===== src/rtl/kgbd_pkg.sv =====
package kgbd_pkg;

    localparam int unsigned CountW = 32;
    localparam int unsigned BytesW = 48;
    localparam int unsigned FrameW = 24;
    localparam int unsigned SecW   = 16;
    localparam int unsigned CfgIdxW = 2;

    localparam logic [SecW-1:0] SecMax = '1;

    // item kinds
    typedef enum logic [1:0] {
        OP_FRAME   = 2'd0,
        OP_TICK    = 2'd1,
        OP_RESTART = 2'd2
    } t_op;

    // per-item decision codes
    typedef enum logic [2:0] {
        V_FORWARD       = 3'd0,
        V_NOT_RUNNING   = 3'd1,
        V_PRE_KEY       = 3'd2,
        V_PRESSURE_DROP = 3'd3,
        V_STALL_KILL    = 3'd4,
        V_NON_FRAME     = 3'd5
    } t_verdict;

    // register indexes
    typedef enum logic [CfgIdxW-1:0] {
        CFG_HIGH_MARK   = 2'd0,
        CFG_LOW_MARK    = 2'd1,
        CFG_STALL_LIMIT = 2'd2,
        CFG_TEST        = 2'd3
    } t_cfg_idx;

    typedef struct packed {
        logic [31:0]     high_mark;
        logic [31:0]     low_mark;
        logic [SecW-1:0] stall_limit;
        logic            test_pressure;
    } t_cfg;

    typedef struct packed {
        logic              awaiting_key;
        logic              pressure;
        logic [SecW-1:0]   secs;
        logic [CountW-1:0] drop_total;
        logic [CountW-1:0] sent_total;
        logic [BytesW-1:0] byte_total;
    } t_state;

    typedef struct packed {
        logic [1:0]        op;
        logic              is_keyframe;
        logic [31:0]       buffered_bytes;
        logic [FrameW-1:0] frame_bytes;
        logic              pipe_running;
    } t_item;

    typedef struct packed {
        t_verdict          verdict;
        logic              pressure_on;
        logic [CountW-1:0] dropped_count;
        logic [CountW-1:0] sent_count;
        logic [BytesW-1:0] forwarded_bytes;
    } t_result;

    localparam t_cfg CfgReset = '{
        high_mark:     32'd1048576,
        low_mark:      32'd131072,
        stall_limit:   16'd10,
        test_pressure: 1'b0
    };

    localparam t_state StateReset = '{
        awaiting_key: 1'b1,
        pressure:     1'b0,
        secs:         '0,
        drop_total:   '0,
        sent_total:   '0,
        byte_total:   '0
    };

endpackage


===== src/rtl/kgbd_decide.sv =====
module kgbd_decide
    import kgbd_pkg::*;
(
    input  t_cfg     i_cfg,
    input  t_state   i_state,
    input  t_item    i_item,
    output t_state   o_state,
    output t_result  o_result
);

    logic [32:0] w_level;
    logic        w_forward;
    t_verdict    w_verdict;
    t_state      w_next;

    // effective buffered level, 33 bits so it never wraps
    assign w_level = {1'b0, i_item.buffered_bytes}
                   + ((i_cfg.test_pressure && !i_item.is_keyframe)
                      ? {1'b0, i_cfg.high_mark} : 33'd0);

    // next state and verdict for one request
    always_comb begin
        w_next    = i_state;
        w_verdict = V_NON_FRAME;
        w_forward = 1'b0;
        case (t_op'(i_item.op))
            OP_FRAME: begin
                if (!i_item.pipe_running) begin
                    w_verdict = V_NOT_RUNNING;
                end else if (i_state.awaiting_key && !i_item.is_keyframe) begin
                    w_verdict = V_PRE_KEY;
                end else begin
                    w_next.awaiting_key = 1'b0;
                    if (i_state.pressure) begin
                        if (i_state.secs >= i_cfg.stall_limit) begin
                            w_verdict = V_STALL_KILL;
                        end else if (w_level < {1'b0, i_cfg.low_mark}) begin
                            // pressure relieved, episode ends
                            w_next.pressure   = 1'b0;
                            w_next.secs       = '0;
                            w_next.drop_total = '0;
                            w_forward         = 1'b1;
                        end else if (!i_item.is_keyframe) begin
                            w_next.drop_total = i_state.drop_total + 1'b1;
                            w_verdict         = V_PRESSURE_DROP;
                        end else begin
                            w_forward = 1'b1;
                        end
                    end else if (w_level > {1'b0, i_cfg.high_mark}) begin
                        // episode starts on this frame
                        w_next.pressure   = 1'b1;
                        w_next.secs       = '0;
                        w_next.drop_total = i_state.drop_total + 1'b1;
                        w_verdict         = V_PRESSURE_DROP;
                    end else begin
                        w_forward = 1'b1;
                    end
                end
            end
            OP_TICK: begin
                if (i_state.secs != SecMax) begin
                    w_next.secs = i_state.secs + 1'b1;
                end
            end
            OP_RESTART: begin
                w_next = StateReset;
            end
            default: begin
            end
        endcase

        if (w_forward) begin
            w_verdict         = V_FORWARD;
            w_next.sent_total = w_next.sent_total + 1'b1;
            w_next.byte_total = w_next.byte_total
                              + {{(BytesW-FrameW){1'b0}}, i_item.frame_bytes};
        end
    end

    assign o_state                  = w_next;
    assign o_result.verdict         = w_verdict;
    assign o_result.pressure_on     = w_next.pressure;
    assign o_result.dropped_count   = w_next.drop_total;
    assign o_result.sent_count      = w_next.sent_total;
    assign o_result.forwarded_bytes = w_next.byte_total;

endmodule


===== src/rtl/keyframe_gated_backpressure_dropper.sv =====
// Frame dropper with keyframe gating and hysteresis backpressure. Every
// accepted request (frame, one-second tick or session restart) yields exactly
// one result carrying the verdict and the session counters after that item.
// One request is taken every cycle: the decision is a single pass of compare
// and add logic (a 33-bit level add and compare, a 48-bit byte total add)
// from the session state registers, and the result lands in an output register
// backed by one skid entry, so o_in_stall rises only when both are full.
// Registers are to be written through the plain write port only while the block
// is idle; the block itself does not enforce this. A restart clears the session
// but keeps the registers.
module keyframe_gated_backpressure_dropper
    import kgbd_pkg::*;
(
    input  logic                 i_clk,
    input  logic                 i_rst_n,

    input  logic                 i_cfg_we,
    input  logic [CfgIdxW-1:0]   i_cfg_index,
    input  logic [31:0]          i_cfg_data,

    input  logic                 i_in_valid,
    output logic                 o_in_stall,
    input  logic [1:0]           i_op,
    input  logic                 i_is_keyframe,
    input  logic [31:0]          i_buffered_bytes,
    input  logic [FrameW-1:0]    i_frame_bytes,
    input  logic                 i_pipe_running,

    output logic                 o_out_valid,
    input  logic                 i_out_stall,
    output logic [2:0]           o_verdict,
    output logic                 o_pressure_on,
    output logic [CountW-1:0]    o_dropped_count,
    output logic [CountW-1:0]    o_sent_count,
    output logic [BytesW-1:0]    o_forwarded_bytes
);

    t_cfg    r_cfg;
    t_state  r_state;
    t_state  n_state;
    t_item   w_item;
    t_result w_result;
    t_result r_out;
    t_result r_skid;
    logic    r_out_valid;
    logic    r_skid_valid;
    logic    w_in_acc;
    logic    w_out_take;

    assign w_item = '{
        op:             i_op,
        is_keyframe:    i_is_keyframe,
        buffered_bytes: i_buffered_bytes,
        frame_bytes:    i_frame_bytes,
        pipe_running:   i_pipe_running
    };

    assign o_in_stall = r_skid_valid;
    assign w_in_acc   = i_in_valid && !r_skid_valid;
    assign w_out_take = r_out_valid && !i_out_stall;

    // configuration registers
    always_ff @(posedge i_clk) begin
        if (!i_rst_n) begin
            r_cfg <= CfgReset;
        end else if (i_cfg_we) begin
            case (t_cfg_idx'(i_cfg_index))
                CFG_HIGH_MARK:   r_cfg.high_mark     <= i_cfg_data;
                CFG_LOW_MARK:    r_cfg.low_mark      <= i_cfg_data;
                CFG_STALL_LIMIT: r_cfg.stall_limit   <= i_cfg_data[SecW-1:0];
                CFG_TEST:        r_cfg.test_pressure <= i_cfg_data[0];
                default: begin
                end
            endcase
        end
    end

    kgbd_decide u_decide (
        .i_cfg    (r_cfg),
        .i_state  (r_state),
        .i_item   (w_item),
        .o_state  (n_state),
        .o_result (w_result)
    );

    // session state
    always_ff @(posedge i_clk) begin
        if (!i_rst_n) begin
            r_state <= StateReset;
        end else if (w_in_acc) begin
            r_state <= n_state;
        end
    end

    // output register and skid entry control
    always_ff @(posedge i_clk) begin
        if (!i_rst_n) begin
            r_out_valid  <= 1'b0;
            r_skid_valid <= 1'b0;
        end else if (r_skid_valid) begin
            if (w_out_take) begin
                r_skid_valid <= 1'b0;
            end
        end else if (w_in_acc) begin
            if (!r_out_valid || w_out_take) begin
                r_out_valid <= 1'b1;
            end else begin
                r_skid_valid <= 1'b1;
            end
        end else if (w_out_take) begin
            r_out_valid <= 1'b0;
        end
    end

    // result payload
    always_ff @(posedge i_clk) begin
        if (r_skid_valid) begin
            if (w_out_take) begin
                r_out <= r_skid;
            end
        end else if (w_in_acc) begin
            if (!r_out_valid || w_out_take) begin
                r_out <= w_result;
            end else begin
                r_skid <= w_result;
            end
        end
    end

    assign o_out_valid       = r_out_valid;
    assign o_verdict         = r_out.verdict;
    assign o_pressure_on     = r_out.pressure_on;
    assign o_dropped_count   = r_out.dropped_count;
    assign o_sent_count      = r_out.sent_count;
    assign o_forwarded_bytes = r_out.forwarded_bytes;

    // skid entry only holds data behind a full output register
    a_skid_behind_out: assert property (@(posedge i_clk) disable iff (!i_rst_n)
        r_skid_valid |-> r_out_valid)
        else $error("skid entry valid while output register empty");

    // draining the skid entry leaves output full and skid empty
    a_skid_drain: assert property (@(posedge i_clk) disable iff (!i_rst_n)
        (r_skid_valid && !i_out_stall) |=> (r_out_valid && !r_skid_valid))
        else $error("skid entry did not drain into output register");

    // a restart leaves a fresh session
    a_restart_clears: assert property (@(posedge i_clk) disable iff (!i_rst_n)
        (w_in_acc && i_op == OP_RESTART) |=>
        (r_state.awaiting_key && !r_state.pressure && r_state.sent_total == '0
         && r_state.byte_total == '0 && r_state.drop_total == '0))
        else $error("restart did not clear session state");

    // apart from a restart, only forwarded frames move the sent and byte totals
    a_totals_only_on_forward: assert property (@(posedge i_clk) disable iff (!i_rst_n)
        (w_in_acc && w_result.verdict != V_FORWARD && i_op != OP_RESTART) |=>
        (r_state.sent_total == $past(r_state.sent_total)
         && r_state.byte_total == $past(r_state.byte_total)))
        else $error("totals changed on a non-forwarded item");

endmodule

===== config.mk =====
export PLATFORM = sky130hd
export DESIGN_NAME = keyframe_gated_backpressure_dropper
export DESIGN_NICKNAME = d
export VERILOG_FILES = /design/src/rtl/kgbd_pkg.sv /design/src/rtl/kgbd_decide.sv /design/src/rtl/keyframe_gated_backpressure_dropper.sv
export SDC_FILE = /design/constraint.sdc
export NUM_CORES = 1
export LEC_CHECK = 0
export BUFFER_PORTS_ARGS = -buffer_cell sky130_fd_sc_hd__buf_4
export CAP_MARGIN = 30
export CORE_ASPECT_RATIO = 1.2
export CORE_MARGIN = 2
export CORE_UTILIZATION = 55
export DETAILED_ROUTE_END_ITERATION = 12
export PLACE_DENSITY = 0.74
export REMOVE_ABC_BUFFERS = 1
export SETUP_SLACK_MARGIN = 0.15
export SLEW_MARGIN = 20
export SYNTH_ARGS = -nofsm -noshare
export SYNTH_HDL_FRONTEND = slang
export SYNTH_SLANG_ARGS = --single-unit
export TNS_END_PERCENT = 30

===== constraint.sdc =====
create_clock -name i_clk -period 11.9 [get_ports i_clk]
set_clock_uncertainty 0.1 [all_clocks]
set_input_delay 3.57 -clock i_clk [delete_from_list [all_inputs] [get_ports i_clk]]
set_output_delay 3.57 -clock i_clk [all_outputs]
set_load 0.02 [all_outputs]

==> impl_metrics.tcl <==
set metrics [dict create \
    p_clk_share_pct 41.6 \
    synthCells 2877 \
    whs_ns 0.354 \
    cts-hold-fix-buffers 0 \
    cts.sinks 445 \
    synth_top_family_by_area "simple AND/OR/NAND/NOR gates" \
    n_fill_cell 3984 \
    min_from "r_cfg[8]" \
    internal_power_uw 2810 \
    setup_viol 0 \
    status "finished, final reports clean" \
    antenna_found_initial 2 \
    ios 217 \
    ys_async_sr_fraction_pct 0 \
    finalCritPeriodShare_pct 86.8 \
    min_path_type "flop to flop" \
    setup_slack_ns 1.57 \
    maxSlewViolCount 0 \
    port-buffer-count 216 \
    drt-vias-per-instance 6.17 \
    synthXorXnorAreaFrac_pct 3.89 \
    critical_path_class "input port to flop" \
    ctsHtreeMaxLevel 2 \
    die_h_um 243 \
    synth_mux_area_share_pct 3.89 \
    ys_ff_latch 445 \
    grt-ovfl-total 0 \
    grt_max_degree 90 \
    grt_pass1_wl_um 115000 \
    cts_made_buffers 46 \
    placed_cells_incl_taps 3569 \
    crit_required_ns 12.13 \
    seq_area_frac_synth_pct 43.0 \
    drv_cap 0 \
    post-place-ws_ns 1.13 \
    layout_commonest_cell "nand2_1" \
    synth_adder_area_share_pct 6.95 \
    regArea_sq_um 11200 \
    fmax_ghz 0.0968 \
    crit_path_start "i_is_keyframe" \
    cp_top_family "compound AO/OA/AOI/OAI gates" \
    p_leak_uw 0.0113 \
    synth_area_sq_um 26100 \
    drt-pass1-iter-count 7 \
    hold_violations 0 \
    power.share.switching_pct 26.2 \
    layout_common_cells "nand2_1 (372), a21oi_1 (241), buf_4 (241), edfxtp_1 (232), dfxtp_1 (212)" \
    r2r_start "r_cfg[0]" \
    die-area_sq_um 49300 \
    coreArea_sq_um 46900 \
    grt_util_all_layers_pct 28.9 \
    drive_gt1_share_pct 15.4 \
    synth_ff_type "edfxtp_1" \
    yosysWarningCount 0 \
    finalCriticalPeriod_ns 10.33 \
    rows 87 \
    place_congestion 0.954 \
    synth_edf_count 232 \
    worst_pin_slew_ns 0.985 \
    rsz0062_at_grt "no" \
    start_util_pct 55.7 \
    final_cells 3655 \
    slowest_stage "o22a_1" \
    nets 3237 \
    p_switching_uw 998 \
    cts_buffer_depth 3 \
    fin_area_sq_um 29800 \
    seqPwrFrac_pct 45.0 \
    cp.arrival_ns 10.56 \
    die_x_um 203 \
    synth_compound_area_share_pct 18.2 \
    irDropWorstVdd_uv 99.8 \
    crit_fanout 28 \
    dp_hpwl_um 49700 \
    cts.repair.resized 0 \
    crit_path_start_kind "input port" \
    num_vias 22500 \
    synthSimpleGateAreaFrac_pct 19.4 \
    path_clk_slew_ns 0.06 \
    layout-area-overhead-vs-synth_pct 13.9 \
    wl_per_cell_um 19.8 \
    power_density_nw_per_um2 128 \
    dpl-instance-area_sq_um 28100 \
    synth_cell_types 99 \
    crit_buf_inv 2 \
    cts_tree "done" \
    drtIter0Drc 1652 \
    relSlewSlack_pct 34.3 \
    cts_root_buf "clkbuf_16" \
    cts_setup_buffers 0 \
    insertion_delay_ns 0.60 \
    multi_input_area_sq_um 13700 \
    drc 0 \
    critPathMaxStageDelay_ns 0.82 \
    drtAntennaViolNets 0 \
    antennaDiodeCount 0 \
    wl_um 72300 \
    syn_avg_cell_area_sq_um 9.08 \
    endpoint_kind "flop" \
    grt_pass1_vias 22100 \
    comb_power_share_pct 13.4 \
    tns_ns 0 \
]
-- final cells by class --
class	count	share of cell area [%]
repair buffers	247	6.42
inverters	126	1.60
well taps	623	2.62
flip-flops and latches	445	37.8
clock buffers	55	4.15
multi-input cells	2128	46.1
clock inverters	31	1.39
-- power by group through the flow --
stage / clock network, uW / logic (uW) / registers [uW]
after floorplan: 0 / 257 / 1790
after global placement: 0 / 495 / 1740
after detailed placement: 0 / 507 / 1740
after CTS: 1600 / 510 / 1710
after global routing: 1660 / 555 / 1720
final: 1580 / 512 / 1710
-- synthesized netlist by cell type, types with 13 or more instances --
cell / count / area share [%]
a211oi_1: 16 / 0.46
a21o_1: 28 / 0.80
a21oi_1: 243 / 4.7
a22oi_1: 13 / 0.37
a31oi_1: 42 / 1.0
a41oi_1: 17 / 0.57
and2_1: 49 / 1.2
and3_1: 46 / 1.1
buf_2: 21 / 0.40
clkbuf_1: 132 / 1.9
dfxtp_1: 213 / 16
edfxtp_1: 232 / 27
ha_1: 142 / 6.8
inv_1: 124 / 1.8
mux2_2: 85 / 3.7
nand2_1: 373 / 5.4
nand2b_1: 15 / 0.36
nand3_1: 106 / 2.0
nand3b_1: 15 / 0.43
nand4_1: 47 / 1.1
nor2_1: 178 / 2.6
nor2b_1: 60 / 1.4
nor3_1: 36 / 0.69
o211ai_1: 15 / 0.43
o21a_1: 21 / 0.60
o21ai_0: 181 / 3.5
o21bai_1: 15 / 0.43
o31ai_1: 49 / 1.4
or3_1: 48 / 1.1
xnor2_1: 72 / 2.4
xor2_1: 44 / 1.5
-- metal layers --
layer / track usage, % / share of wire, % / up-vias
met5: 0 / 0.039 / -
met4: 13.6 / 4.2 / 4
met3: 4.30 / 6.5 / 187
met2: 50.3 / 49 / 849
met1: 35.0 / 40 / 10900
li1: - / - / 10600
-- worst reg2reg max path, cell delays in order (launching register included) --
cell	delay, ns
dfxtp_1	0.39
nor2b_1	0.72
nand2_1	0.23
inv_1	0.11
ha_1	0.24
a211oi_1	0.34
nor4_1	0.15
o31a_1	0.33
o21bai_1	0.16
a31oi_1	0.17
o21bai_1	0.33
o211ai_1	0.19
a31o_2	0.26
a21oi_1	0.19
xnor2_1	0.13
ha_1	0.34
nand4_1	0.09
or2_2	0.29
nand3b_1	0.17
a211oi_2	0.33
nor3_4	0.16
a21oi_4	0.27
o22a_1	0.82
mux2_2	0.45
mux2_2	0.27
-- sequential cells by signal, indices dropped and copies added, names as in the netlist --
signal and count:
o_verdict 3, o_dropped_count 32, r_skid 116, r_cfg 81
o_out_valid 1, r_state 130, o_in_stall 1, o_forwarded_bytes 48
o_sent_count 32, o_pressure_on 1
-- cells by family after synthesis --
group / after synthesis
simple gates: 1029
mux: 91
fa+ha+maj: 144
flops: 445
buf+inv: 304
compound gates: 748
xor+xnor: 116
-- metrics by stage --
stage	total power (uW)	utilization, %
after floorplan	2050	-
after global routing	3930	63.4
after CTS	3820	63.4
after detailed placement	2250	59.9
after global placement	2240	59.7
final	3810	63.4
-- path summary, 6_finish.rpt --
check / slack, ns / end / cells past startpoint
setup / recovery: 1.57 / o_forwarded_bytes[0] / 25
hold / removal: 0.35 / r_cfg[8] / 2
setup reg to reg: 4.42 / o_forwarded_bytes[0] / 24
hold reg to reg: 0.35 / r_cfg[8] / 2
(Power assumes the default switching activity.)
